<file path="src/rtl/core/drp_pkg.sv">
// Shared types and constants for the disparity reprojection block.
`timescale 1ns / 1ps
package drp_pkg;

  localparam int Q_REGS = 8;
  localparam int CFG_IDX_W = 4;
  localparam int ACC_W = 50;   // signed dot product, 20 fraction bits
  localparam int MAG_W = 49;   // magnitude of a dot product
  localparam int FRAC_W = 16;
  localparam int QUO_W = 32;   // quotient bits, one per cell
  localparam int STEPS = QUO_W;

  localparam logic signed [31:0] Z_MIN = 32'sd32768;      // 0.5
  localparam logic signed [31:0] Z_FAR = 32'sd6553600;    // 100.0
  localparam logic signed [15:0] D_MIN = 16'sd48;         // 3.0 in Q12.4
  localparam logic [31:0] SAT_POS = 32'h7FFF_FFFF;
  localparam logic [31:0] SAT_NEG = 32'h8000_0000;

  typedef logic [Q_REGS-1:0][63:0] qbank_t;

  localparam qbank_t Q_RESET = {
    64'h0000_0000_0001_0000,   // row 3, entries 2 and 3
    64'h0000_0000_0000_0000,   // row 3, entries 0 and 1
    64'h0000_0000_0001_0000,   // row 2, entries 2 and 3
    64'h0000_0000_0000_0000,   // row 2, entries 0 and 1
    64'h0000_0000_0000_0000,   // row 1, entries 2 and 3
    64'h0001_0000_0000_0000,   // row 1, entries 0 and 1
    64'h0000_0000_0000_0000,   // row 0, entries 2 and 3
    64'h0000_0000_0001_0000    // row 0, entries 0 and 1
  };

  typedef struct packed {
    logic [11:0]        column;
    logic [11:0]        row;
    logic signed [15:0] disparity;
    logic [7:0]         red;
    logic [7:0]         green;
    logic [7:0]         blue;
  } pixel_t;

  typedef struct packed {
    logic signed [31:0] point_x;
    logic signed [31:0] point_y;
    logic signed [31:0] point_z;
    logic [7:0]         red_out;
    logic [7:0]         green_out;
    logic [7:0]         blue_out;
    logic               depth_replaced;
    logic               coord_saturated;
    logic               zero_weight;
  } point_t;

  // One coordinate in flight through the divider chain.
  typedef struct packed {
    logic [MAG_W-1:0] rem;
    logic [QUO_W-1:0] nq;        // dividend bits shift out, quotient bits shift in
    logic             neg;
    logic             force_sat;
    logic             force_zero;
  } lane_t;

  typedef struct packed {
    logic               valid;
    lane_t [2:0]        lane;
    logic [MAG_W-1:0]   div;
    logic signed [15:0] disparity;
    logic [7:0]         red;
    logic [7:0]         green;
    logic [7:0]         blue;
    logic               wzero;
  } tok_t;

endpackage

</file>
<file path="src/rtl/core/drp_cell.sv">
// One restoring-division cell: one quotient bit for each of X, Y and Z.
`timescale 1ns / 1ps
module drp_cell (
  input  logic          clk,
  input  logic          rst,
  input  logic          en,
  input  drp_pkg::tok_t tok_in,
  output drp_pkg::tok_t tok_out
);
  import drp_pkg::*;

  logic [MAG_W:0] trial [3];
  logic [2:0]     qbit;
  tok_t           tok_next;
  tok_t           pay_q;
  logic           valid_q;

  always_comb begin
    tok_next = tok_in;
    for (int l = 0; l < 3; l++) begin
      trial[l] = {tok_in.lane[l].rem, tok_in.lane[l].nq[QUO_W-1]};
      qbit[l] = (trial[l] >= {1'b0, tok_in.div});
      tok_next.lane[l].rem = qbit[l] ? MAG_W'(trial[l] - {1'b0, tok_in.div})
                                     : trial[l][MAG_W-1:0];
      tok_next.lane[l].nq = {tok_in.lane[l].nq[QUO_W-2:0], qbit[l]};
    end
  end

  always_ff @(posedge clk) begin
    if (rst) begin
      valid_q <= 1'b0;
    end else if (en) begin
      valid_q <= tok_in.valid;
    end
  end

  always_ff @(posedge clk) begin
    if (en) begin
      pay_q <= tok_next;
    end
  end

  always_comb begin
    tok_out = pay_q;
    tok_out.valid = valid_q;
  end

  // a live division keeps its partial remainder below the divisor
  a_rem_below_div: assert property (@(posedge clk) disable iff (rst)
    valid_q && !pay_q.lane[0].force_sat && !pay_q.lane[0].force_zero
      |-> pay_q.lane[0].rem < pay_q.div)
    else $error("partial remainder not below divisor");

endmodule

</file>
<file path="config.mk">
export PLATFORM = sky130hd
export DESIGN_NAME = drp_cell
export DESIGN_NICKNAME = d
export VERILOG_FILES = /design/src/rtl/core/drp_pkg.sv /design/src/rtl/core/drp_cell.sv
export SDC_FILE = /design/constraint.sdc
export NUM_CORES = 1
export LEC_CHECK = 0
export ABC_AREA = 1
export BUFFER_PORTS_ARGS = -buffer_cell sky130_fd_sc_hd__buf_2
export CAP_MARGIN = 10
export CORE_AREA = 8 8 262 264
export CTS_BUF_LIST = sky130_fd_sc_hd__clkbuf_8 sky130_fd_sc_hd__clkbuf_16
export CTS_CLUSTER_DIAMETER = 60
export DETAILED_ROUTE_END_ITERATION = 10
export DIE_AREA = 0 0 270 272
export GPL_TIMING_DRIVEN = 0
export PLACE_DENSITY_LB_ADDON = 0.15
export SYNTH_ARGS = -nofsm -noshare
export SYNTH_HDL_FRONTEND = slang
export SYNTH_SLANG_ARGS = --single-unit
</file>
<file path="constraint.sdc">
create_clock -name clk -period 3.3 [get_ports clk]
set_input_delay 0.165 -clock clk [delete_from_list [all_inputs] [get_ports clk]]
set_output_delay 0.165 -clock clk [all_outputs]
set_load 0.02 [all_outputs]
</file>
==> run_summary.xml <==
<?xml version="1.0" encoding="UTF-8"?>
<metrics>
  <group name="status">
    <metric name="run_status" unit="">complete, but fails checks</metric>
    <metric name="violated_checks" unit="">negative setup slack</metric>
  </group>
  <group name="layout">
    <metric name="layout-drive-gt1-share" unit="">0.171</metric>
    <metric name="multi_input_comb_area" unit="sq um">12500</metric>
    <metric name="fillCellCount" unit="">6467</metric>
    <metric name="final-seq-area" unit="sq um">10300</metric>
    <metric name="most_common_cell_after_layout_fill_and_taps_aside" unit="">sky130_fd_sc_hd__nand2_1</metric>
    <metric name="layout_common_cells" unit="">sky130_fd_sc_hd__nand2_1, sky130_fd_sc_hd__inv_1, sky130_fd_sc_hd__buf_2</metric>
    <metric name="design.final.nets" unit="">5326</metric>
    <metric name="post_route_core_utilization" unit="">0.541</metric>
    <metric name="final_cell_count_no_fill" unit="">5737</metric>
    <metric name="area_growth_syn_to_layout" unit="%">34.2</metric>
  </group>
  <group name="clocking">
    <metric name="post_cts_buffers" unit="">0</metric>
    <metric name="clk_root_buf" unit="">sky130_fd_sc_hd__clkbuf_16</metric>
    <metric name="cts_buffer_depth" unit="">3</metric>
    <metric name="cts_tree" unit="">done</metric>
    <metric name="number_of_levels_the_h_tree_was_split_into" unit="">2</metric>
    <metric name="numClockSinks" unit="">343</metric>
    <metric name="cts_inserted_buffers" unit="">42</metric>
    <metric name="clkLatencyLatePin" unit="ps">560</metric>
    <metric name="cts.clk_slew.worst_paths" unit="ps">60</metric>
  </group>
  <group name="routing">
    <metric name="routedWlPerCell" unit="microns">21.0</metric>
    <metric name="detailedRoute.firstPassIterationCount" unit="">6</metric>
    <metric name="total_number_of_vias" unit="">28200</metric>
    <metric name="vias_per_cell" unit="">4.92</metric>
    <metric name="drt_iter0_drc" unit="">2428</metric>
    <metric name="routed_wirelength" unit="mm">121</metric>
    <metric name="postRouteAntennaNets" unit="">0</metric>
    <metric name="drc_errors" unit="">0</metric>
  </group>
  <group name="min_path">
    <metric name="min_path_type" unit="">input pin to flip-flop</metric>
    <metric name="number_of_cells_traversed_by_the_worst_hold_path" unit="">3</metric>
    <metric name="timing.hold.worst.start" unit="">tok_in[171]</metric>
  </group>
  <group name="placement">
    <metric name="placement_stage_worst_setup_slack" unit="ps">-17.2</metric>
    <metric name="numPlacedInstances" unit="">5351</metric>
    <metric name="dpl_wire_length" unit="mm">99.1</metric>
    <metric name="gp_congestion" unit="">0.983</metric>
    <metric name="portBuffers" unit="">688</metric>
  </group>
  <group name="power">
    <metric name="worst_ir_drop_on_vdd" unit="mV">0.357</metric>
    <metric name="p_seq_frac" unit="">0.374</metric>
    <metric name="p_int" unit="mW">9.37</metric>
    <metric name="power.net_switching" unit="mW">5.45</metric>
    <metric name="p_sw_frac" unit="">0.368</metric>
    <metric name="total_power" unit="mW">14.8</metric>
    <metric name="pwr-share-clk" unit="">0.287</metric>
    <metric name="combPwrFrac" unit="">0.339</metric>
    <metric name="pwr_density_cell" unit="nW/um^2">423</metric>
    <metric name="p_leak" unit="nW">19.2</metric>
  </group>
  <group name="synth">
    <metric name="post_synth_num_cell_types" unit="">34</metric>
    <metric name="synth.cell_area" unit="sq um">26100</metric>
    <metric name="synth-edff-count" unit="">342</metric>
    <metric name="synth_cells" unit="">3796</metric>
    <metric name="syn_area_per_cell" unit="sq um">6.88</metric>
    <metric name="ys.warnings.count" unit="">0</metric>
    <metric name="yosys_register_bits" unit="">343</metric>
    <metric name="synth-seq-area-share" unit="">0.394</metric>
    <metric name="synth_top_flop_cell" unit="">sky130_fd_sc_hd__edfxtp_1</metric>
    <metric name="ys_async_sr_fraction" unit="">0</metric>
    <metric name="postSynthNetCount" unit="">4292</metric>
  </group>
  <group name="floorplanning">
    <metric name="rows" unit="">94</metric>
    <metric name="starting_density_of_the_core" unit="">0.403</metric>
    <metric name="die_height" unit="microns">272</metric>
    <metric name="fp.coreArea" unit="sq um">64800</metric>
    <metric name="die_area" unit="sq um">73400</metric>
    <metric name="chip_width" unit="microns">270</metric>
    <metric name="i_o_pin_count" unit="">689</metric>
  </group>
  <group name="critical_path">
    <metric name="crit_path_frequent_cell" unit="">sky130_fd_sc_hd__nand2_1</metric>
    <metric name="worst-endpoint-arrival" unit="ps">3600</metric>
    <metric name="worstPathMaxFanout" unit="">10</metric>
    <metric name="timing.critical_path.buf_inv" unit="">5</metric>
    <metric name="worst_path_dominant_cell_family" unit="">simple AND/OR/NAND/NOR gates</metric>
    <metric name="startpoint_types" unit="">input pin</metric>
    <metric name="critPathRequiredTime" unit="ps">3590</metric>
    <metric name="critical-path-slowest-cell" unit="">sky130_fd_sc_hd__dlygate4sd3_1</metric>
    <metric name="reg2reg_from" unit="">valid_q</metric>
    <metric name="critical_path.endpoint_type" unit="">flip-flop</metric>
    <metric name="max_stage_delay" unit="ps">570</metric>
    <metric name="reg2reg_depth" unit="">3</metric>
    <metric name="worstSetupStartpoint" unit="">tok_in[83]</metric>
    <metric name="critical_path.cell_chain" unit="">dlygate4sd3_1, buf_2, inv_1, ha_1, nand2_2, inv_2, nand2_1, nor3_1, nand2_1, nor2_2, nand3_2, clkbuf_1, nand4_1, nand2_1</metric>
    <metric name="crit_cells" unit="">14</metric>
    <metric name="critical_path_class" unit="">input pin to flip-flop</metric>
    <metric name="internal_reg_to_reg_setup_slack" unit="ps">2140</metric>
  </group>
  <group name="job">
    <metric name="cap_viol_max_count" unit="">0</metric>
  </group>
  <group name="timing">
    <metric name="post-route-period-util" unit="">1.00</metric>
    <metric name="maxClockFrequency" unit="GHz">0.303</metric>
    <metric name="setup_viol" unit="">1</metric>
    <metric name="tns" unit="ps">-3.67</metric>
    <metric name="min_period" unit="ps">3300</metric>
    <metric name="hold_viol" unit="">0</metric>
    <metric name="tightestPinTransition" unit="ps">694</metric>
    <metric name="grt_setup_unrepaired" unit="">false</metric>
    <metric name="timing.clock.skew" unit="ps">0</metric>
    <metric name="report.final.slew_viol_count" unit="">0</metric>
    <metric name="setup_ws" unit="ps">-3.67</metric>
    <metric name="relative_slew_slack" unit="">0.537</metric>
  </group>
  <group name="global_routing">
    <metric name="wire_length_of_the_first_global_routing_pass" unit="mm">174</metric>
    <metric name="grt_use_total" unit="">0.314</metric>
    <metric name="grt_remaining_overflow" unit="">0</metric>
    <metric name="grt_max_degree" unit="">114</metric>
    <metric name="vias_in_the_first_global_route" unit="">27500</metric>
    <metric name="antenna_found_initial" unit="">15</metric>
  </group>
</metrics>
==> power groups by stage <==
stage	combinational (mW)	sequential (mW)	clock (mW)
2_1_floorplan	2.12	6.25	0
3_3_place_gp	4.62	5.64	0
4_1_cts	4.96	5.53	4.36
5_1_grt	5.44	5.58	4.52
3_5_place_dp	4.64	5.62	0
6_report	5.02	5.54	4.26
==> cell type report <==
class | instances | area share
inverter | 786 | 0.0842
clock inverter | 35 | 0.00621
sequential | 343 | 0.294
multi-input combinational | 2606 | 0.358
clock buffer | 42 | 0.0300
antenna | 10 | 0.000714
tap | 864 | 0.0308
timing repair buffer | 990 | 0.186
buffer | 61 | 0.0103
==> path summary, 6_finish.rpt <==
| path | end |
|---|---|
| worst min-delay path | tok_out[172] |
| worst max register to register | valid_q |
| worst min register to register | valid_q |
| worst max-delay path | tok_out[227] |
==> kinds of logic (layout without fill, tap and decap cells) <==
kind of cell             Yosys count  count (layout)  share of synthesized area
multiplexers                       1               1                   0.000383
AND/OR/NAND/NOR                 2288            2288                      0.362
flip-flops                       343             343                      0.394
other                              0              10                          0
XOR/XNOR                          75              75                     0.0251
adder cells (fa/ha/maj)          150             150                     0.0727
AO/OA/AOI/OAI                     92              92                     0.0188
buffers and inverters            847            1914                      0.127
==> routing by layer <==
layer | global-route usage | routed length (microns) | up-vias
met3 | 0.0503 | 8120 | 205
met5 | 0 | 17 | -
li1 | - | - | 13900
met1 | 0.382 | 48700 | 13000
met2 | 0.556 | 58800 | 1080
met4 | 0.115 | 4900 | 2
==> stage by stage <==
stage          area (sq um)  hold WS, ps
2_1_floorplan         26100          237
3_3_place_gp          30700          327
3_5_place_dp          30700          336
4_1_cts               35000        0.149
5_1_grt               35000         12.9
6_report              35100         24.1
==> tightest hold or removal path: cells and delay by family <==
family / cells / cell delay [ps]
buffers and inverters: 1 / 110
AND/OR/NAND/NOR: 2 / 200
==> cells in the mapped netlist, types with 8 or more instances <==
master / count / area, sq um
sky130_fd_sc_hd__nand3_1: 133 / 666
sky130_fd_sc_hd__inv_1: 774 / 2910
sky130_fd_sc_hd__nand3_2: 10 / 100
sky130_fd_sc_hd__o21bai_1: 8 / 60.1
sky130_fd_sc_hd__edfxtp_1: 342 / 10300
sky130_fd_sc_hd__nand2_1: 1631 / 6120
sky130_fd_sc_hd__nor2_2: 10 / 62.6
sky130_fd_sc_hd__nor3_1: 11 / 55.1
sky130_fd_sc_hd__buf_4: 21 / 158
sky130_fd_sc_hd__ha_1: 147 / 1840
sky130_fd_sc_hd__a21oi_1: 81 / 405
sky130_fd_sc_hd__nor4_1: 8 / 50.1
sky130_fd_sc_hd__xor2_1: 75 / 657
sky130_fd_sc_hd__nand4_1: 182 / 1140
sky130_fd_sc_hd__inv_2: 12 / 45.0
sky130_fd_sc_hd__nor2_1: 278 / 1040
sky130_fd_sc_hd__clkbuf_1: 27 / 101
==> registers in the layout, summed over array words and instances, names as in the netlist <==
register  count
tok_out     342
valid_q       1
==> what timing repair did <==
action / CTS / global route
hold buffers: 299 / 0
gates resized for setup: 0 / 4
setup endpoints to repair: 0 / 13
hold endpoints to repair: 305 / 0
Note: power is estimated with default switching activity, not from simulation.
